===== src/box_downsample_2x2_int16_core_macros.svh =====
// ----------------------------------------------------------------------------
// Assertion macros for the 2x2 box downsampler
// Concurrent checks, clocked and reset-qualified, that compile away with
// ASSERT_OFF.
// ----------------------------------------------------------------------------
`ifndef BOX_DOWNSAMPLE_2X2_INT16_CORE_MACROS_SVH
`define BOX_DOWNSAMPLE_2X2_INT16_CORE_MACROS_SVH

`ifndef ASSERT_OFF
`define BDS2_ASSERT_IMPLY(lbl, clk, rst, ante, cons, msg) \
  lbl: assert property (@(posedge clk) disable iff (rst) (ante) |-> (cons)) \
    else $error(msg);
`define BDS2_ASSERT_NEXT(lbl, clk, rst, ante, cons, msg) \
  lbl: assert property (@(posedge clk) disable iff (rst) (ante) |=> (cons)) \
    else $error(msg);
`else
`define BDS2_ASSERT_IMPLY(lbl, clk, rst, ante, cons, msg)
`define BDS2_ASSERT_NEXT(lbl, clk, rst, ante, cons, msg)
`endif

`endif


===== src/bds2_pkg.sv =====
// ----------------------------------------------------------------------------
// bds2_pkg
// Sizes, register codes and shared types of the 2x2 box downsampler.
// ----------------------------------------------------------------------------
package bds2_pkg;

  localparam int MAX_SOURCE_WIDTH  = 2048;
  localparam int MAX_SOURCE_HEIGHT = 2048;

  localparam int COL_W    = $clog2(MAX_SOURCE_WIDTH);
  localparam int ROW_W    = $clog2(MAX_SOURCE_HEIGHT);
  localparam int ADDR_W   = COL_W;
  localparam int DIM_W    = 12;
  localparam int SAMPLE_W = 16;
  localparam int PAIR_W   = SAMPLE_W + 1;
  localparam int TOTAL_W  = PAIR_W + 2;
  localparam int CHAN_W   = 2;
  localparam int INDEX_W  = 2;

  localparam logic [INDEX_W-1:0] REG_SOURCE_WIDTH  = 2'd0;
  localparam logic [INDEX_W-1:0] REG_SOURCE_HEIGHT = 2'd1;
  localparam logic [INDEX_W-1:0] REG_CHANNEL_COUNT = 2'd2;

  localparam logic [DIM_W-1:0]  RESET_WIDTH    = 12'd640;
  localparam logic [DIM_W-1:0]  RESET_HEIGHT   = 12'd480;
  localparam logic [CHAN_W-1:0] RESET_CHANNELS = 2'd1;
  localparam logic [CHAN_W-1:0] ONE_CHANNEL    = 2'd1;

  typedef struct packed {
    logic                     we;
    logic                     re;
    logic [ADDR_W-1:0]        addr;
    logic signed [PAIR_W-1:0] wdata;
  } store_req_t;

  typedef struct packed {
    logic signed [PAIR_W-1:0] pair;
    logic                     ch;
    logic                     row_end;
    logic                     frame_end;
  } out_item_t;

  function automatic logic [DIM_W-1:0] clamp_dim(input logic [DIM_W-1:0] v,
                                                 input logic [DIM_W-1:0] maxv);
    logic [DIM_W-1:0] r;
    if (v == '0) begin
      r = DIM_W'(1);
    end else if (v > maxv) begin
      r = maxv;
    end else begin
      r = v;
    end
    return r;
  endfunction

endpackage


===== src/bds2_reduce.sv =====
// ----------------------------------------------------------------------------
// bds2_reduce
// Adds the stored even-row pair to the odd-row pair, rounds, and holds the
// result in the output register.
// ----------------------------------------------------------------------------
`include "box_downsample_2x2_int16_core_macros.svh"

module bds2_reduce
  import bds2_pkg::*;
(
  input  logic                       clk,
  input  logic                       rst,
  input  logic                       item_valid,
  input  out_item_t                  item,
  input  logic signed [PAIR_W-1:0]   rdata,
  output logic                       in_ready,
  output logic                       out_valid,
  input  logic                       out_ready,
  output logic signed [SAMPLE_W-1:0] average,
  output logic                       channel_index,
  output logic                       row_end,
  output logic                       frame_end
);

  logic                      s1_valid;
  out_item_t                 s1_item;
  logic                      s1_advance;
  logic signed [TOTAL_W-1:0] total;

  always_comb begin
    s1_advance = s1_valid && (!out_valid || out_ready);
    in_ready   = !s1_valid || s1_advance;
    total      = {{2{rdata[PAIR_W-1]}}, rdata} +
                 {{2{s1_item.pair[PAIR_W-1]}}, s1_item.pair} + TOTAL_W'(2);
  end

  always_ff @(posedge clk) begin
    if (rst) begin
      s1_valid  <= 1'b0;
      out_valid <= 1'b0;
    end else begin
      if (item_valid) begin
        s1_valid <= 1'b1;
      end else if (s1_advance) begin
        s1_valid <= 1'b0;
      end
      if (s1_advance) begin
        out_valid <= 1'b1;
      end else if (out_ready) begin
        out_valid <= 1'b0;
      end
    end
  end

  always_ff @(posedge clk) begin
    if (item_valid) begin
      s1_item <= item;
    end
    if (s1_advance) begin
      average       <= total[PAIR_W:2];
      channel_index <= s1_item.ch;
      row_end       <= s1_item.row_end;
      frame_end     <= s1_item.frame_end;
    end
  end

  `BDS2_ASSERT_IMPLY(a_frame_end_on_row_end, clk, rst, out_valid && frame_end, row_end,
    "frame end without row end")
  `BDS2_ASSERT_NEXT(a_stage_kept, clk, rst, s1_valid && out_valid && !out_ready,
    s1_valid && $stable(s1_item.pair), "pending sum lost while output stalled")
  `BDS2_ASSERT_IMPLY(a_no_overrun, clk, rst, item_valid, in_ready,
    "item entered a busy stage")

endmodule


===== config.mk =====
export PLATFORM = sky130hd
export DESIGN_NAME = bds2_reduce
export DESIGN_NICKNAME = d
export VERILOG_FILES = /design/src/bds2_pkg.sv /design/src/bds2_reduce.sv
export VERILOG_INCLUDE_DIRS = /design/src /design/src/src
export SDC_FILE = /design/constraint.sdc
export NUM_CORES = 1
export LEC_CHECK = 0
export BUFFER_PORTS_ARGS = -buffer_cell sky130_fd_sc_hd__buf_4
export CAP_MARGIN = 40
export CORE_ASPECT_RATIO = 0.8
export CORE_MARGIN = 2
export CORE_UTILIZATION = 36
export CTS_CLUSTER_SIZE = 25
export DETAILED_ROUTE_END_ITERATION = 8
export PLACE_DENSITY_LB_ADDON = 0.3
export SLEW_MARGIN = 10
export SYNTH_ARGS = -nofsm -noshare
export SYNTH_HDL_FRONTEND = slang
export SYNTH_SLANG_ARGS = --single-unit

===== constraint.sdc =====
create_clock -name clk -period 2.9 [get_ports clk]
set_input_delay 0.145 -clock clk [delete_from_list [all_inputs] [get_ports clk]]
set_output_delay 0.145 -clock clk [all_outputs]
set_load 0.01 [all_outputs]

After elaboration in Yosys (flattened, before gate mapping)
Index checks and enable logic that the tools add are counted.

Bits in registers: 41. Input bits: 41. Output and inout port bits: 21. Logic and storage cells: 23.

Add/subtract/negate cells: 2. Muxes and demuxes: 4. Reduce and logical (&&, ||, !) cells: 7.

Operators with widths (count): adder 17 x 17 -> 18 bit (1); adder 18 x 3 -> 18 bit, second input constant (1); two-way mux 1 bit (4); nonzero test 2 bit (2); zero test 1 bit (2); logical OR 1 bit (2); logical AND 1 bit (1).

Logic depth before layout (Yosys ltp)
Gate-level depths: netlist of run 1.

Depth in word-level cells: 5. Mapped depth: 9. Depth with buffers taken out: 9.

Worst setup path after synthesis of run 1
OpenSTA, ideal clock, no wires.

Path kind: reg2reg. From: reg s1_item[5] (netlist bit). To: reg average[15], data pin. Library setup time: 0.258 ns. Arrival time: 2.188 ns. Required time: 2.642 ns. Path slack: 0.454 ns. Cell stages (with the launch flop): 8. Path buffers: 0. Period minus slack after synthesis: 2.446 ns. Cells stage by stage: edfxtp_1 -> ha_1 -> fa_1 -> a211oi_2 -> nor4_4 -> o21ai_1 -> or3b_1 -> xnor2_1.

Word-level cells in the longest chain between the ends: 2.

Ends and longest elaborated chain: from (decl) (line bds2_reduce.sv:26) `out_item_t s1_item;`; from (signal assigned) (line bds2_reduce.sv:57) `s1_item <= item;`; adder 17 x 17 -> 18 bit (line bds2_reduce.sv:33) `total = {{2{rdata[PAIR_W-1]}}, rdata} +`; adder 18 x 3 -> 18 bit (line bds2_reduce.sv:34) `{{2{s1_item.pair[PAIR_W-1]}}, s1_item.pair} + TOTAL_W'(2);`; net total[17] (line bds2_reduce.sv:28) `logic signed [TOTAL_W-1:0] total;`; to (signal assigned) (line bds2_reduce.sv:60) `average <= total[PAIR_W:2];`; to (decl) (line bds2_reduce.sv:19) `output logic signed [SAMPLE_W-1:0] average,`.

The timed path passes the listed nets, and every way through them passes these cells. A chain may end at the register's enable or synchronous reset.

Final worst setup path of run 1
Same ends and word-level chain as after synthesis.

==> results.md, run 1 <==
- CTS buffer count: 5
- IO Port Bufs: 61
- Die Ht: 74.7 um
- Crit Path Max Fanout: 4
- Setup crit start: s1_item[5]
- Grt met3 use: around 3.4%
- Gr usage total: 13.2%
- FILL cells: between 500 and 600
- Worst-case clock buffer depth: 2
- Routability Congestion: 0.845
- Via density per instance: ~4.7
- Cell Pwr Density: 558 mW/mm2
- Power consumption: around 1.6 mW
- Setup TNS: 0 ns
- Max Transition Viols Final: 0
- Post-synth top area share: 52.0%
- Met1 usage: 18.8%
- Die X: approximately 92 um
- Ranking of synthesized cells by area: edfxtp_1 (52%), ha_1 (17%), a21oi_1 (3.8%)
- Worst Path Required: 2.95 ns
- Worst setup SP type: register
- Min-delay src: item[10]
- Slew @ Worst Pin: 0.438 ns
- Clk sinks: 41
- Peak supply drop: ~260 uV
- Wire per inst: 12.9 um
- Hold Path Class: primary input to register
- Fraction of layout cells with a size suffix above 1: about 30%
- Syn avg cell area: ~13 um2
- Number of synthesized flops with an enable pin: 39
- Antenna diodes: 0
- Layer with the highest usage: met2
- Die area: roughly 0.0069 mm2
- Worst Hold Margin: 0.0228 ns
- Post-Syn Instances: 177
- Count leader, synth: edfxtp_1
- H-tree depth: 2
- Largest net degree at the start of global routing: 22
- Core Rows: 25
- Max cap viols: 0
- Final worst-path cycle share: 88.5%
- WP data arrival: between 2 and 3 ns
- First-pass GRT wire length: 7110 um
- Via count: roughly 1600
- Setup Skew: 0.00736 ns
- Post-CTS setup buffer count: 0
- Post-synth ARST share: 0%
- Max Clock Freq: 389 MHz
- Core Region: 0.00597 mm2
- Flops & latches, synth: 41
- Top_reg_cell synth: edfxtp_1
- GR Util met2: 20.3%
- Number of global-route vias before repair: ~1600
- Clock root buffer: clkbuf_8
- CTS tree: done
- Routed WL: 4240 um
- RSZ-0062 raised after global routing: false
- Final hold vios: 0
- Ports: between 60 and 70
- Crit path time final: 2.57 ns
- Initial antenna violation count: 0
- # setup viols final: 0
- Initial Util: between 30% and 40%
- Setup CP Type: register to register
- FF-to-FF Start: s1_item[5]
- Antenna Violating Nets Remaining: 0
- Seq/Total Area, Yosys: 53.8%
- DRC viols: 0
- Overflow left after global routing: 0
- Static Leakage: 1.26 nW
- DRT iter0 DRCs: 61
- Final #Nets: 320
- Commonest cells in the synthesized netlist: edfxtp_1 (39), ha_1 (31), a21oi_1 (17), nand2_1 (10)
- First-pass DRT Iterations: 5
- Yosys Warn Count: 0
- Yosys top cell by area: edfxtp_1
- Outcome: finished clean
- Yosys cell types: 33
- CP endpoint kind: register
- Worst-path clk slew: 0.09 ns
- Cts repair resizes: 0
- Slew HR: 70.8%
- Syn nets: 250
- Skew-Pair Late Insertion Delay: roughly 0.29 ns
- Area grow syn2layout: 31.2%
- Mapped Area: ~0.0023 mm2
- DP HPWL: between 3000 and 4000 um
## metrics by stage
step                      setup slack, ns  area [um2]  cells  utilization, %
after global placement              0.363        2810    319            47.1
after global routing                0.199        2950    329            49.4
after floorplan                     0.454        2250    177               -
after CTS                           0.316        2950    329            49.4
after detailed placement            0.338        2830    320            47.3
final                               0.332        2950    329            49.4
## worst max-delay path, stage by stage, from the launching register on
cell	delay, ns
edfxtp_1	0.37
ha_1	0.33
fa_1	0.49
a211oi_2	0.38
nor4_4	0.11
o21ai_1	0.14
or3b_1	0.37
xnor2_1	0.13
## sequential cells by signal, indices dropped and copies added (netlist names)
signal         cells
row_end            1
s1_item           20
s1_valid           1
frame_end          1
channel_index      1
out_valid          1
average           16
## kinds of logic after synthesis
logic type                 count (synthesis)  synth area share, %
AOI/OAI and AO/OA                         46                 13.0
DFF                                       41                 53.8
and+or+nand+nor                           37                 8.62
adders and majority gates                 32                 18.1
xor gates and xnor gates                  12                 4.67
buffers and inverters                      8                 1.33
muxes                                      1                0.445
## final cells by class
type,instances,area [um2],share of cell area (%)
flip-flops and latches,41,1210,41.0
multi-input cells,128,1010,34.3
repair buffers,63,483,16.4
well taps,81,101,3.43
clock buffers,5,68.8,2.33
clock inverters,3,46.3,1.57
inverters,8,30.0,1.02
## layer usage
layer / vias to the layer above / part of all wire [%] / wire length [um]
met2: 49 / 44 / 1860
met3: 2 / 6.7 / 283
li1: 819 / - / -
met5: - / 0 / 0
met4: 0 / 0.59 / 25
met1: 691 / 49 / 2070
## timing repair
item / in CTS / in global routing
hold buffers: 1 / 0
setup endpoints to repair: 0 / 0
endpoints found under the hold margin: 1 / 0
## cells in the final DEF (no fill, tap or decap), drive strengths merged
| cell type | Yosys | layout |
|---|---|---|
| a211oi | 5 | 5 |
| a21o | 2 | 2 |
| a21oi | 17 | 17 |
| a311oi | 1 | 1 |
| a31oi | 1 | 1 |
| a32oi | 1 | 1 |
| buf | 0 | 62 |
| bufinv | 0 | 1 |
| clkbuf | 0 | 5 |
| clkinv | 0 | 1 |
| clkinvlp | 0 | 1 |
| dfxtp | 2 | 2 |
| dlygate4sd3 | 0 | 1 |
| edfxtp | 39 | 39 |
| fa | 1 | 1 |
| ha | 31 | 31 |
| inv | 8 | 8 |
| mux2i | 1 | 1 |
| nand2 | 11 | 11 |
| nand2b | 1 | 1 |
| nand3 | 5 | 5 |
| nand4b | 1 | 1 |
| nor2 | 8 | 8 |
| nor2b | 4 | 4 |
| nor3 | 5 | 5 |
| nor4 | 1 | 1 |
| o211ai | 2 | 2 |
| o21a | 2 | 2 |
| o21ai | 7 | 7 |
| o21bai | 3 | 3 |
| o221ai | 1 | 1 |
| o22ai | 2 | 2 |
| o31a | 2 | 2 |
| or3b | 1 | 1 |
| xnor2 | 7 | 7 |
| xor2 | 5 | 5 |
## power breakdown
part           total (mW)  switching (mW)  internal, mW
clock               0.459           0.202         0.258
sequential          0.741          0.0142         0.727
combinational       0.448           0.238         0.210
total                1.65           0.454          1.19
## worst paths after layout
path                         to  slack [ns]  cells after the start
hold reg to reg   channel_index        0.43                      0
hold / removal      s1_item[10]        0.02                      1
setup / recovery    average[15]        0.33                      7
setup reg to reg    average[15]        0.33                      7
No activity file was read; power rests on OpenSTA's default activity.
==> run 2, diff against run 1 <==
clock period = 2.2 ns   (was 2.9 ns; I/O delays follow)
==> run 2 against run 1 <==
The flow now finishes with violations (negative setup slack); cell count grew 14%; routed wire length increased by 13%; clock skew increased by 0.0044 ns; critical path depth stayed put; largest power group unchanged; cell area rose by 23%; combinational power up 96%; global-route usage rose by 1.4 points.
==> results.md, run 2 (synthesis gave the netlist of run 1 again) <==
- Die X: 92.4 um (unchanged)
- Violated checks: negative setup slack
- Outcome: finished with violations
- Clk sinks: 41 (unchanged)
- WP data arrival: 2.33 ns (-0.28 ns)
- Max Transition Viols Final: 0 (unchanged)
- Max cap viols: 0 (unchanged)
- Max Clock Freq: 439 MHz (+13%)
- Slew @ Worst Pin: 0.300 ns (-0.138 ns)
- Crit Path Max Fanout: 3 (-1)
- CP endpoint kind: register
- Area grow syn2layout: 61.1%
- Worst setup SP type: register
- Routed WL: 4810 um (+13%)
- Via density per instance: 4.73 (-0.39%)
- Number of global-route vias before repair: 1690 (+8.8%)
- RSZ-0062 raised after global routing: true
- Worst Path Required: 2.25 ns (-0.70 ns)
- Gr usage total: 14.6% (+1.4 points)
- Max reg flops: 20 (unchanged)
- Worst path slowest cell: edfxtp_1
- CP Buf/Inv Count: 0 (unchanged)
- FILL cells: 464 (-15%)
- Peak supply drop: 397 uV (+52%)
- Worst-path clk slew: 0.09 ns (about the same)
- CTS tree: done
- Dpl cells: 344 (+7.5%)
- Cell Pwr Density: 658 mW/mm2 (+18%)
- Critical path cell sequence: ha_4 > fa_2 > a211oi_4 > nor4_4 > o21ai_1 > or3b_1 > xnor2_1
- Final #Nets: 367 (+15%)
- Biggest register: s1_item
- IO Port Bufs: 61 (unchanged)
- Setup Skew: 0.0117 ns (+0.00436 ns)
- First-pass GRT wire length: 7750 um (+8.9%)
- Most frequent cells in the layout: buf_4 (88), edfxtp_1 (39), dlygate4sd3_1 (21)
- CP delay by family, top: adder cells
- DRC viols: 0 (unchanged)
- Regs by FF count: s1_item x20, average x16
- Slew HR: 79.8% (+9.0 points)
- Antenna diodes: 0 (unchanged)
- Skew-Pair Late Insertion Delay: 0.30 ns (about the same)
- DP HPWL: 3560 um (+5.6%)
- H-tree depth: 2 (unchanged)
- Core Region: 0.00597 mm2 (unchanged)
- Initial antenna violation count: 0 (unchanged)
- Final Non-Filler Cells: 376 (+14%)
- Core Rows: 25 (unchanged)
- Clock root buffer: clkbuf_8
- # setup viols final: 4 (+4)
- Hold Path Class: primary input to register
- Die Ht: 74.7 um (unchanged)
- Crit path time final: 2.28 ns (-0.291 ns)
- Setup CP Type: register to register
- DRT iter0 DRCs: 65 (+6.6%)
- First-pass DRT Iterations: 4 (-1)
- Static Leakage: 1.47 nW (+17%)
- Initial Util: 37.7% (unchanged)
- Worst-case clock buffer depth: 2 (unchanged)
- Routability Congestion: 0.826 (-2.2%)
- Commonest non-fill, non-tap cell in the layout: buf_4
- Wire per inst: 12.8 um (-0.80%)
- Largest net degree at the start of global routing: 22 (unchanged)
- Final worst-path cycle share: 103% (+15 points)
- Worst path max stage delay: 0.42 ns (-0.07 ns)
- Worst setup margin: -0.0766 ns (-0.409 ns)
- Fraction of layout cells with a size suffix above 1: 46.1% (+16 points)
- Via count: 1777 (+14%)
- Ports: 62 (unchanged)
- Power consumption: 2.39 mW (+45%)
- Die area: 0.00690 mm2 (unchanged)
- Antenna Violating Nets Remaining: 0 (unchanged)
- Overflow left after global routing: 0 (unchanged)
- Final hold vios: 0 (unchanged)
- CTS buffer count: 5 (unchanged)
run 2: cell types whose count changed in the layout (fill, tap and decap cells not counted), sizes merged:
cell / change
buf: +27
bufinv: -1
clkbuf: +1
clkinv: +1
clkinvlp: -1
dlygate4sd3: +20
run 2: area by class of cell:
cell class | instances | area, um2 | area share [%]
repair buffers | 110 | 882 | 24.3
flip-flops and latches | 41 | 1210 | 33.4
clock buffers | 6 | 82.6 | 2.28
clock inverters | 2 | 13.8 | 0.379
multi-input cells | 128 | 1310 | 36.0
inverters | 8 | 30.0 | 0.828
well taps | 81 | 101 | 2.79
run 2: path summary, 6_finish.rpt:
path / from / to / slack, ns / cells past startpoint
worst max register to register: s1_item[5] / average[15] / -0.08 / 7
worst max-delay path: s1_item[5] / average[15] / -0.08 / 7
worst min-delay path: out_ready / out_valid / 0.14 / 4
worst min register to register: s1_item[1] / row_end / 0.43 / 0
run 2: stage by stage:
step | worst slack, ns | TNS [ns] | utilization, % | hold slack (ns) | instance area (um2)
after floorplan | -0.00478 | -0.00478 | - | 0.182 | 2290
after global placement | -0.0680 | -0.206 | 50.8 | 0.281 | 3040
after detailed placement | -0.106 | -0.323 | 50.8 | 0.284 | 3040
after CTS | -0.0866 | -0.192 | 58.8 | 0.130 | 3510
after global routing | -0.168 | -0.585 | 60.7 | 0.159 | 3630
final | -0.0766 | -0.199 | 60.7 | 0.136 | 3630
run 2: what timing repair did:
action / CTS / global route
hold buffers: 21 / 0
pin swaps: 8 / 8
gates resized for setup: 17 / 18
buffers inserted: 2 / 1
hold endpoints to repair: 22 / 0
endpoints found under the setup margin: 6 / 10
run 2: per-layer routing:
metal  GRT usage, %  share of wire [%]
met1           21.7                 50
met5              0                  0
met3           3.50                5.7
met2           21.1                 43
met4           4.98                1.1
run 2: worst reg2reg max path: stages (launching register included):
cell and delay [ns]:
edfxtp_1 0.42, ha_4 0.24, fa_2 0.38, a211oi_4 0.28, nor4_4 0.07, o21ai_1 0.13, or3b_1 0.37, xnor2_1 0.13
run 2: report_power, final:
part	switching (mW)	internal [mW]	total, mW
Sequential	0.0247	0.959	0.984
Combinational	0.399	0.481	0.879
Clock	0.267	0.254	0.522
