$ cat src/box_downsample_2x2_int16_core_macros.svh
// ----------------------------------------------------------------------------
// Assertion macros for the 2x2 box downsampler
// Concurrent checks, clocked and reset-qualified, that compile away with
// ASSERT_OFF.
// ----------------------------------------------------------------------------
`ifndef BOX_DOWNSAMPLE_2X2_INT16_CORE_MACROS_SVH
`define BOX_DOWNSAMPLE_2X2_INT16_CORE_MACROS_SVH

`ifndef ASSERT_OFF
`define BDS2_ASSERT_IMPLY(lbl, clk, rst, ante, cons, msg) \
  lbl: assert property (@(posedge clk) disable iff (rst) (ante) |-> (cons)) \
    else $error(msg);
`define BDS2_ASSERT_NEXT(lbl, clk, rst, ante, cons, msg) \
  lbl: assert property (@(posedge clk) disable iff (rst) (ante) |=> (cons)) \
    else $error(msg);
`else
`define BDS2_ASSERT_IMPLY(lbl, clk, rst, ante, cons, msg)
`define BDS2_ASSERT_NEXT(lbl, clk, rst, ante, cons, msg)
`endif

`endif

$ cat src/bds2_pkg.sv
// ----------------------------------------------------------------------------
// bds2_pkg
// Sizes, register codes and shared types of the 2x2 box downsampler.
// ----------------------------------------------------------------------------
package bds2_pkg;

  localparam int MAX_SOURCE_WIDTH  = 2048;
  localparam int MAX_SOURCE_HEIGHT = 2048;

  localparam int COL_W    = $clog2(MAX_SOURCE_WIDTH);
  localparam int ROW_W    = $clog2(MAX_SOURCE_HEIGHT);
  localparam int ADDR_W   = COL_W;
  localparam int DIM_W    = 12;
  localparam int SAMPLE_W = 16;
  localparam int PAIR_W   = SAMPLE_W + 1;
  localparam int TOTAL_W  = PAIR_W + 2;
  localparam int CHAN_W   = 2;
  localparam int INDEX_W  = 2;

  localparam logic [INDEX_W-1:0] REG_SOURCE_WIDTH  = 2'd0;
  localparam logic [INDEX_W-1:0] REG_SOURCE_HEIGHT = 2'd1;
  localparam logic [INDEX_W-1:0] REG_CHANNEL_COUNT = 2'd2;

  localparam logic [DIM_W-1:0]  RESET_WIDTH    = 12'd640;
  localparam logic [DIM_W-1:0]  RESET_HEIGHT   = 12'd480;
  localparam logic [CHAN_W-1:0] RESET_CHANNELS = 2'd1;
  localparam logic [CHAN_W-1:0] ONE_CHANNEL    = 2'd1;

  typedef struct packed {
    logic                     we;
    logic                     re;
    logic [ADDR_W-1:0]        addr;
    logic signed [PAIR_W-1:0] wdata;
  } store_req_t;

  typedef struct packed {
    logic signed [PAIR_W-1:0] pair;
    logic                     ch;
    logic                     row_end;
    logic                     frame_end;
  } out_item_t;

  function automatic logic [DIM_W-1:0] clamp_dim(input logic [DIM_W-1:0] v,
                                                 input logic [DIM_W-1:0] maxv);
    logic [DIM_W-1:0] r;
    if (v == '0) begin
      r = DIM_W'(1);
    end else if (v > maxv) begin
      r = maxv;
    end else begin
      r = v;
    end
    return r;
  endfunction

endpackage

$ cat src/bds2_scan.sv
// ----------------------------------------------------------------------------
// bds2_scan
// Configuration registers, raster position and left-sample hold; issues
// line store writes on even rows and reads on odd rows.
// ----------------------------------------------------------------------------
module bds2_scan
  import bds2_pkg::*;
(
  input  logic                       clk,
  input  logic                       rst,
  input  logic                       cfg_we,
  input  logic [INDEX_W-1:0]         cfg_index,
  input  logic [DIM_W-1:0]           cfg_data,
  input  logic                       in_accept,
  input  logic signed [SAMPLE_W-1:0] sample,
  output store_req_t                 req,
  output logic                       item_valid,
  output out_item_t                  item
);

  logic [DIM_W-1:0]           source_width;
  logic [DIM_W-1:0]           source_height;
  logic [CHAN_W-1:0]          channel_count;
  logic [COL_W-1:0]           column;
  logic [ROW_W-1:0]           row;
  logic                       phase;
  logic signed [SAMPLE_W-1:0] pending [2];

  logic [DIM_W-1:0]   w_eff;
  logic [DIM_W-1:0]   h_eff;
  logic [DIM_W-2:0]   dst_w;
  logic [DIM_W-2:0]   dst_h;
  logic               two_ch;
  logic               in_area;
  logic               last_ch;
  logic               last_col;
  logic               last_row;
  logic [COL_W-2:0]   col_half;
  logic signed [SAMPLE_W-1:0] left;

  always_comb begin
    w_eff    = clamp_dim(source_width, DIM_W'(MAX_SOURCE_WIDTH));
    h_eff    = clamp_dim(source_height, DIM_W'(MAX_SOURCE_HEIGHT));
    dst_w    = w_eff[DIM_W-1:1];
    dst_h    = h_eff[DIM_W-1:1];
    two_ch   = (channel_count != ONE_CHANNEL);
    in_area  = (DIM_W'(column) < {dst_w, 1'b0}) && (DIM_W'(row) < {dst_h, 1'b0});
    last_ch  = !two_ch || phase;
    last_col = (DIM_W'(column) + DIM_W'(1)) >= w_eff;
    last_row = (DIM_W'(row) + DIM_W'(1)) >= h_eff;
    col_half = column[COL_W-1:1];
    left     = pending[phase];

    req.addr  = two_ch ? {col_half, phase} : {1'b0, col_half};
    req.wdata = {left[SAMPLE_W-1], left} + {sample[SAMPLE_W-1], sample};
    req.we    = in_accept && in_area && column[0] && !row[0];
    req.re    = in_accept && in_area && column[0] && row[0];

    item_valid     = req.re;
    item.pair      = req.wdata;
    item.ch        = phase;
    item.row_end   = (((DIM_W-1)'(col_half) + (DIM_W-1)'(1)) == dst_w) && (phase == two_ch);
    item.frame_end = item.row_end &&
                     (((DIM_W-1)'(row[ROW_W-1:1]) + (DIM_W-1)'(1)) == dst_h);
  end

  always_ff @(posedge clk) begin
    if (rst) begin
      source_width  <= RESET_WIDTH;
      source_height <= RESET_HEIGHT;
      channel_count <= RESET_CHANNELS;
      column        <= '0;
      row           <= '0;
      phase         <= 1'b0;
      pending[0]    <= '0;
      pending[1]    <= '0;
    end else begin
      if (in_accept && in_area && !column[0]) begin
        pending[phase] <= sample;
      end
      if (cfg_we && (cfg_index == REG_SOURCE_WIDTH || cfg_index == REG_SOURCE_HEIGHT ||
                     cfg_index == REG_CHANNEL_COUNT)) begin
        unique case (cfg_index)
          REG_SOURCE_WIDTH:  source_width  <= cfg_data;
          REG_SOURCE_HEIGHT: source_height <= cfg_data;
          default:           channel_count <= cfg_data[CHAN_W-1:0];
        endcase
        column <= '0;
        row    <= '0;
        phase  <= 1'b0;
      end else if (in_accept) begin
        if (last_ch) begin
          phase <= 1'b0;
          if (last_col) begin
            column <= '0;
            row    <= last_row ? '0 : row + ROW_W'(1);
          end else begin
            column <= column + COL_W'(1);
          end
        end else begin
          phase <= 1'b1;
        end
      end
    end
  end

endmodule

$ cat config.mk
export PLATFORM = sky130hd
export DESIGN_NAME = bds2_scan
export DESIGN_NICKNAME = d
export VERILOG_FILES = /design/src/box_downsample_2x2_int16_core_macros.svh /design/src/bds2_pkg.sv /design/src/bds2_scan.sv
export SDC_FILE = /design/constraint.sdc
export NUM_CORES = 1
export LEC_CHECK = 0
export ABC_AREA = 1
export ABC_CLOCK_PERIOD_IN_PS = 3050
export BUFFER_PORTS_ARGS = -buffer_cell sky130_fd_sc_hd__buf_2
export CAP_MARGIN = 20
export CORE_MARGIN = 1
export CORE_UTILIZATION = 25
export CTS_CLUSTER_DIAMETER = 30
export DETAILED_ROUTE_END_ITERATION = 8
export PLACE_DENSITY = 0.43
export SLEW_MARGIN = 20
export SYNTH_ARGS = -nofsm -noshare
export SYNTH_HDL_FRONTEND = slang
export SYNTH_SLANG_ARGS = --single-unit
$ cat constraint.sdc
create_clock -name clk -period 3.05 [get_ports clk]
set_input_delay 0.305 -clock clk [delete_from_list [all_inputs] [get_ports clk]]
set_output_delay 0.305 -clock clk [all_outputs]
set_load 0.02 [all_outputs]
# Word level (Yosys, flattened, before mapping)
# Memories as Yosys holds them, arrays and structs flattened. A register that Yosys moved wholly into a read port is not among the register bits.
# Cells that the tools add are included.
totals:
  reg_bits: 49
  mem_bits_rw: 32
  out_inout_bits: 51
  word_cells: 71
  mem_count: 1
op_classes:
  add_sub_neg: 7
  order_cmp: 6
  n_eq_ne: 6
  n_mux: 18
  n_bitwise: 1
  reduce_logical: 26
memory_table:
  columns: ["memory", "depth", "width", "rd", "rd_ports_with_merged_regs", "wr", "line_no", "rtl"]
  rows:
  - ["pending", 2, 16, 1, 1, 2, "bds2_scan.sv:27", "logic signed [SAMPLE_W-1:0] pending [2];"]
ops:
  columns: ["cell", "count"]
  rows:
  - ["$mux W12", 4]
  - ["$mux W11", 3]
  - ["$add A11 B1 Y12 const B", 2]
  - ["$ge A12 B12 Y1", 2]
  - ["$gt A12 B12 Y1 const B", 2]
  - ["$logic_not A12 Y1", 2]
  - ["$lt A11 B12 Y1", 2]
  - ["$add A10 B1 Y11 const B", 2]
  - ["$add A11 B1 Y11 const B", 2]
  - ["$eq A11 B11 Y1", 2]
  - ["$add A16 B16 Y17", 1]
  - ["$mux W16", 1]
  - ["$reduce_or A16 Y1", 1]
  - ["$mux W1", 10]
  - ["$logic_and A1 B1 Y1", 9]
  - ["$reduce_and A2 Y1", 4]
  - ["$reduce_or A2 Y1", 2]
  - ["$logic_not A1 Y1", 3]
  - ["$logic_or A1 B1 Y1", 3]
  - ["$reduce_and A3 Y1", 1]
  - ["$eq A2 B1 Y1 const B", 1]
  - ["$eq A2 B2 Y1 const B", 1]
  - ["$logic_not A2 Y1", 1]
  - ["$ne A2 B1 Y1 const B", 1]
  - ["other kinds (2)", 2]

# Depth between registers and ports, before layout
# Gate-level depths: netlist of run 1.
logic_depth:
  depth_word: 12
  ltp_mapped: 18
  depth_no_buf: 18

# Least setup slack after synthesis of run 1
# OpenSTA, ideal clock, no wires.
synth_timing:
  path_kind: "flip-flop to output port"
  startpoint: "reg (tool-made name)"
  endpoint: "out req[10] (netlist bit)"
  t_arrival_ns: 3.158
  required_ns: 2.745
  setup_slack_ns: -0.413
  stages_incl_launch_ff: 13
  path_buffers: 3
  path_cell_list: "dfxtp_1 clkbuf_1 clkbuf_1 mux2_2 ha_1 inv_1 fa_1 o21ai_0 a21boi_0 o21ai_0 a21oi_1 xor2_1 buf_4"
synth_rtl:
  columns: ["element", "line_no", "rtl"]
  rows:
  - ["to (decl)", "bds2_scan.sv:16", "output store_req_t req,"]

==> results of run 1 <==
## worst max-delay path, stage by stage (launching register included)
cell     delay, ns
dfxtp_4       0.39
buf_6         0.16
mux2_2        0.38
ha_4          0.29
inv_1         0.08
nor3_2        0.19
nand3_1       0.12
nand4_1       0.18
buf_4         0.15
xor2_1        0.18
buf_4         0.17
## power by group through the flow
stage / registers, mW / clock network [mW] / logic [mW]
finish: 1.21 / 1.10 / 0.999
global route: 1.22 / 1.19 / 1.10
CTS: 1.21 / 1.15 / 0.913
detailed placement: 1.24 / 0 / 0.898
global placement: 1.24 / 0 / 0.897
floorplan: 1.23 / 0 / 0.694
## cell usage after synthesis, types with 2 or more instances
master    count
nand2_1     196
inv_1       112
nor2_1      112
o21ai_0      70
ha_1         65
nand3_1      61
a21oi_1      53
dfxtp_1      50
edfxtp_1     32
xor2_1       28
buf_4        20
mux2_2       15
nor3_1       14
clkbuf_1     11
nand4_1       7
xnor2_1       6
o21bai_1      5
nand3b_1      4
a21boi_0      3
buf_6         3
clkinv_1      3
nand3_4       2
o211ai_1      2
o21a_1        2
## per-stage QoR
| step | hold WS (ns) | worst slack, ns | power (mW) | cell area (µm²) |
|---|---|---|---|---|
| 4_1_cts | 0.196 | -0.00354 | 3.27 | 7750 |
| 3_3_place_gp | 0.438 | 0.0349 | 2.13 | 7390 |
| 2_1_floorplan | 0.429 | 0.0203 | 1.92 | 6400 |
| 5_1_grt | 0.213 | -0.0541 | 3.51 | 8140 |
| 3_5_place_dp | 0.444 | 0.0468 | 2.13 | 7390 |
| 6_report | 0.203 | 0.104 | 3.31 | 8140 |
## cell type report
| type | count | area [µm²] | share of cell area, % |
|---|---|---|---|
| inverters | 117 | 442 | 5.43 |
| well taps | 330 | 413 | 5.07 |
| clock buffers | 9 | 225 | 2.77 |
| clock inverters | 7 | 73.8 | 0.907 |
| flip-flops and latches | 82 | 1970 | 24.2 |
| repair buffers | 139 | 901 | 11.1 |
| multi-input cells | 658 | 4110 | 50.5 |
## cells by family after synthesis
| group | share of synthesized area [%] |
|---|---|
| mux | 2.64 |
| simple gates | 26.4 |
| buf+inv | 10.5 |
| fa+ha+maj | 13.0 |
| flops | 30.7 |
| xor+xnor | 5.02 |
| compound gates | 11.7 |
## what timing repair did
item	4_1_cts	5_1_grt
buffers inserted	0	6
setup endpoints to repair	22	58
gates resized for setup	24	74
cloned	0	3
pin swaps	5	20
## state kept, by name (all words and copies together), names as in the netlist, named ones only
name / count
pending: 32
source_height: 12
source_width: 12
column: 11
row: 11
channel_count: 2
phase: 1
## path summary, 6_finish.rpt
check                   startpoint                to  cells after the start
setup / recovery         flip-flop           req[11]                     10
hold / removal         cfg_data[5]  source_height[5]                      3
setup reg to reg         column[1]         column[5]                     16
hold reg to reg   channel_count[1]  channel_count[1]                      2
## metal layers
metal | part of all wire (%) | wire length, µm | vias up
met5 | 0 | 0 | -
met4 | 1.1 | 199 | 0
met3 | 3.4 | 629 | 12
met2 | 44 | 8020 | 100
met1 | 52 | 9430 | 2680
li1 | - | - | 3144
## placed cells by master, fill, tap and decap left out, types with 7 or more instances in the layout
cell / count
nand2_1: 182
inv_1: 110
nor2_1: 105
buf_2: 73
o21ai_0: 61
nand3_1: 60
buf_4: 60
ha_1: 51
dfxtp_1: 46
a21oi_1: 39
edfxtp_1: 32
xor2_1: 26
mux2_2: 15
a21oi_2: 14
nand2_2: 13
nor3_1: 13
ha_4: 13
clkbuf_16: 9
nor2_2: 7
nand4_1: 7
==> impl_metrics.py, run 1 <==
metrics = {
    "status": {
        "outcome": "completed",
    },
    "sta": {
        "rsz0062_at_grt": "true",
        "clock_skew_ns": 0.0128,
        "final_hold_viol_count": 0,
        "setup_violations": 0,
        "fmax_mhz": 339,
        "worst_pin_slew_ns": 0.467,
        "maxSlewViolCount": 0,
        "fin_crit_sh_pct": 96.6,
        "min_period_ns": 2.95,
        "setup_tns_ns": 0,
        "slew_headroom_pct": 68.8,
    },
    "detailed_routing": {
        "first_iter_violations": 258,
        "postRouteAntennaNets": 0,
        "drt_wl_total_mm": 18.3,
        "drc": 0,
        "wl_per_cell_um": 13.6,
        "routed_via_density": 4.42,
        "routed-via-count": 5936,
        "dr.pass1.iters": 7,
    },
    "synth": {
        "synth_cells": 890,
        "yosys-top-cells-area": "dfxtp_1, edfxtp_1, ha_1",
        "async_flop_share_pct": 0,
        "ys_seq_elements": 82,
        "syn_area_mm2": 0.00639,
        "yosysTopAreaCell": "dfxtp_1",
        "synth_top_area_share_pct": 15.7,
        "synth_seq_area_share_pct": 30.7,
        "syn_nets": 990,
        "synth.distinct_cells": 38,
        "avgSynthCellArea_um2": 7.18,
        "ys_warn_count": 0,
        "synth_top_flop_cell": "dfxtp_1",
        "synth_edf_count": 32,
    },
    "grt": {
        "grt_max_degree": 29,
        "grtUsageTotal_pct": 14.0,
        "grt-ovfl-total": 0,
        "antenna_found_initial": 0,
        "grt_pass1_wl_mm": 28.7,
        "grt_use_met3_pct": 2.20,
        "first_global_vias": 5493,
        "grtUsageMet1_pct": 19.8,
        "use_met2_pct": 21.9,
        "grt-busiest-layer": "met2",
    },
    "power_and_ir_drop": {
        "p_sw_mw": 1.15,
        "p_per_area_mw_per_mm2": 407,
        "p_int_mw": 2.15,
        "p_leak_nw": 3.86,
        "p_comb_share_pct": 30.2,
        "pwr-share-clk_pct": 33.2,
        "ir_drop_mv": 0.273,
        "p_sw_share_pct": 34.9,
        "power_frac_seq_pct": 36.6,
    },
    "cts": {
        "cts_root_buffer": "clkbuf_16",
        "clock_latency_ns": 0.35,
        "clock_path_buffers": 2,
        "h-tree-depth": 3,
        "tritoncts": "built",
        "cts_buffers": 9,
        "postCtsHoldBufs": 0,
        "cts.sinks": 82,
        "cts.reportedPaths.clkPinSlew_ns": 0.07,
    },
    "die": {
        "die_x_um": 162,
        "rows": 58,
        "start_util_pct": 25.4,
        "die_area_mm2": 0.0262,
        "die_h_um": 162,
        "ios": 85,
        "core_mm2": 0.0251,
    },
    "worst_setup_path": {
        "reg2reg_slack_ns": 0.33,
        "cp_max_fo": 9,
        "critical_path_required_ns": 2.74,
        "cp.arrival_ns": 2.64,
        "path_class": "reg2out",
        "start_kind": "flip-flop",
        "end_kind": "primary output",
    },
    "placed_design": {
        "portBuffers": 84,
        "numPlacedInstances": 1317,
        "place.gp.congestion": 0.847,
        "hpwl_mm": 14.5,
    },
    "layout": {
        "diodes": 0,
        "fin_nets": 1107,
        "fillers": 2823,
        "utilization_pct": 32.4,
        "drive_gt1_share_pct": 24.7,
        "stdcell_count": 1342,
        "area_growth_pct": 27.4,
    },
    "worst_hold_path": {
        "min_path_type": "in2reg",
    },
    "run": {
        "drv_cap": 0,
    },
}
(Power assumes the default switching activity.)
==> run 2, diff against run 1 <==
--- a/config.mk
+++ b/config.mk
@@ -6,7 +6,7 @@
 export NUM_CORES = 1
 export LEC_CHECK = 0
 export ABC_AREA = 1
-export ABC_CLOCK_PERIOD_IN_PS = 3050
+export ABC_CLOCK_PERIOD_IN_PS = 2480
 export BUFFER_PORTS_ARGS = -buffer_cell sky130_fd_sc_hd__buf_2
 export CAP_MARGIN = 20
 export CORE_MARGIN = 1
==> constraint.sdc (replaced) <==
create_clock -name clk -period 2.48 [get_ports clk]
set_input_delay 0.248 -clock clk [delete_from_list [all_inputs] [get_ports clk]]
set_output_delay 0.248 -clock clk [all_outputs]
set_load 0.02 [all_outputs]
==> run 2 against run 1 <==
Compared with the run above:
- the run now ends with negative setup slack left
- clock skew is 0.00058 ns lower
- core utilization is 9.6 points higher
- wire length is 11% higher
- critical path type unchanged
- largest cell class unchanged
- highest routed layer unchanged
==> impl_metrics.py, run 2 (synthesized netlist as in run 1, its figures left out) <==
metrics = {
    "worst_setup_path": {
        "cp_max_fo": 5,
        "worst_r2r_path_depth": 17,
        "start_kind": "flip-flop",
        "end_kind": "primary output",
        "r2r-end": "pending[0][5]",
        "r2r-start": "source_width[5]",
        "reg2reg_slack_ns": -0.27,
        "cp.arrival_ns": 2.57,
        "path_class": "reg2out",
        "critical_path_required_ns": 2.23,
    },
    "sta": {
        "setup_ws_ns": -0.337,
        "worst_pin_slew_ns": 0.595,
        "slew_headroom_pct": 60.1,
        "clock_skew_ns": 0.0122,
        "fin_crit_sh_pct": 114,
        "maxSlewViolCount": 0,
        "setup_violations": 105,
        "min_period_ns": 2.82,
        "setup_tns_ns": -22.91,
        "rsz0062_at_grt": "true",
        "final_hold_viol_count": 0,
        "fmax_mhz": 355,
    },
    "cts": {
        "cts.sinks": 82,
        "cts.reportedPaths.clkPinSlew_ns": 0.06,
        "h-tree-depth": 3,
        "tritoncts": "built",
        "postCtsHoldBufs": 0,
        "cts_buffers": 9,
        "cts_root_buffer": "clkbuf_16",
        "clock_latency_ns": 0.35,
        "clock_path_buffers": 2,
    },
    "status": {
        "outcome": "complete, but fails checks",
        "violations": "negative setup slack",
    },
    "die": {
        "die_area_mm2": 0.0262,
        "start_util_pct": 25.4,
        "die_x_um": 162,
        "core_mm2": 0.0251,
        "rows": 58,
        "ios": 85,
        "die_h_um": 162,
    },
    "layout": {
        "layout_common_cells": "buf_4, nand2_1, inv_1",
        "fin_nets": 1261,
        "diodes": 0,
        "area_growth_pct": 65.2,
        "layout_commonest_cell": "buf_4",
        "top_register": "pending",
        "largest_reg_flops": 32,
        "stdcell_area_mm2": 0.0105,
        "fillers": 2641,
        "drive_gt1_share_pct": 46.8,
        "reg.largest.list": "pending x32, source_height x12, source_width x12",
    },
    "placed_design": {
        "placed_area_mm2": 0.00864,
        "place.gp.congestion": 0.771,
        "dp_slack_ns": -0.338,
        "portBuffers": 84,
        "hpwl_mm": 15.6,
    },
    "detailed_routing": {
        "drc": 0,
        "first_iter_violations": 180,
        "drt_wl_total_mm": 20.4,
        "postRouteAntennaNets": 0,
        "routed_via_density": 4.41,
        "wl_per_cell_um": 13.6,
        "dr.pass1.iters": 4,
        "routed-via-count": 6590,
    },
    "grt": {
        "grtUsageTotal_pct": 15.9,
        "grt_max_degree": 27,
        "grt-ovfl-total": 0,
        "grt_pass1_wl_mm": 32.9,
        "first_global_vias": 6549,
        "antenna_found_initial": 0,
    },
    "worst_hold_path": {
        "hold_path.startpoint": "cfg_data[9]",
        "min_to": "source_width[9]",
        "min_path_cells": 3,
        "min_path_type": "in2reg",
    },
    "power_and_ir_drop": {
        "pwr-share-clk_pct": 27.8,
        "p_sw_share_pct": 34.3,
        "power_frac_seq_pct": 32.1,
        "p_total_mw": 4.63,
        "p_comb_share_pct": 40.1,
        "p_sw_mw": 1.59,
        "p_int_mw": 3.04,
        "p_per_area_mw_per_mm2": 439,
        "p_leak_nw": 4.86,
        "ir_drop_mv": 0.299,
    },
    "run": {
        "drv_cap": 0,
    },
}
[run 2: power by group through the flow]
stage	clock network [mW]	logic, mW	registers, mW
after floorplan	0	0.932	1.51
after global placement	0	1.35	1.51
after detailed placement	0	1.35	1.51
after CTS	1.32	1.66	1.48
after global routing	1.37	2.02	1.49
final	1.29	1.86	1.48
[run 2: worst max path at each step]
stage,endpoint,cells after the start,startpoint
after global placement,row[0],19,column[1]
final,item[0],19,source_width[5]
after floorplan,req[10],12,flip-flop
after detailed placement,row[0],19,column[1]
after global routing,item[0],19,source_width[5]
after CTS,item[0],19,source_width[5]
[run 2: through the flow]
stage | std cells | utilization, % | hold slack, ns
detailed placement | 1450 | 34.4 | 0.447
floorplan | 890 | - | 0.374
global route | 1496 | 42.0 | 0.174
finish | 1496 | 42.0 | 0.155
CTS | 1490 | 39.8 | 0.149
global placement | 1450 | 34.4 | 0.444
[run 2: worst max-delay path: stages (launching register included)]
cell     delay, ns
dfxtp_2       0.32
nor2_1        0.10
nand2_1       0.07
nor2_1        0.10
nand2_1       0.09
nand2_2       0.12
buf_6         0.14
buf_6         0.10
nand2_4       0.04
inv_2         0.06
ha_4          0.19
inv_2         0.05
nand2_2       0.04
nor2_1        0.08
nand4_1       0.11
nor2_1        0.12
nand4_1       0.14
buf_6         0.17
nor2_4        0.07
buf_6         0.12
[run 2: repair_timing]
| action | CTS | global route |
|---|---|---|
| setup buffers | 20 | 15 |
| pin swaps | 64 | 47 |
| gates cloned | 6 | 0 |
| gates resized for setup | 206 | 152 |
| setup endpoints to repair | 118 | 119 |
[run 2: area by class of cell]
type | count | area (µm²) | area share (%)
Multi-Input combinational cell | 658 | 5040 | 47.8
Sequential cell | 82 | 1990 | 18.8
Clock inverter | 7 | 55.1 | 0.522
Inverter | 117 | 452 | 4.28
Tap cell | 330 | 413 | 3.91
Timing Repair Buffer | 293 | 2370 | 22.5
Clock buffer | 9 | 225 | 2.14
[run 2: layer usage]
metal,vias up,global-route usage (%),share of wire (%)
li1,3453,-,-
met1,3008,21.0,48
met2,108,27.2,47
met3,21,1.74,3.3
met4,0,4.33,1.5
met5,-,0,0
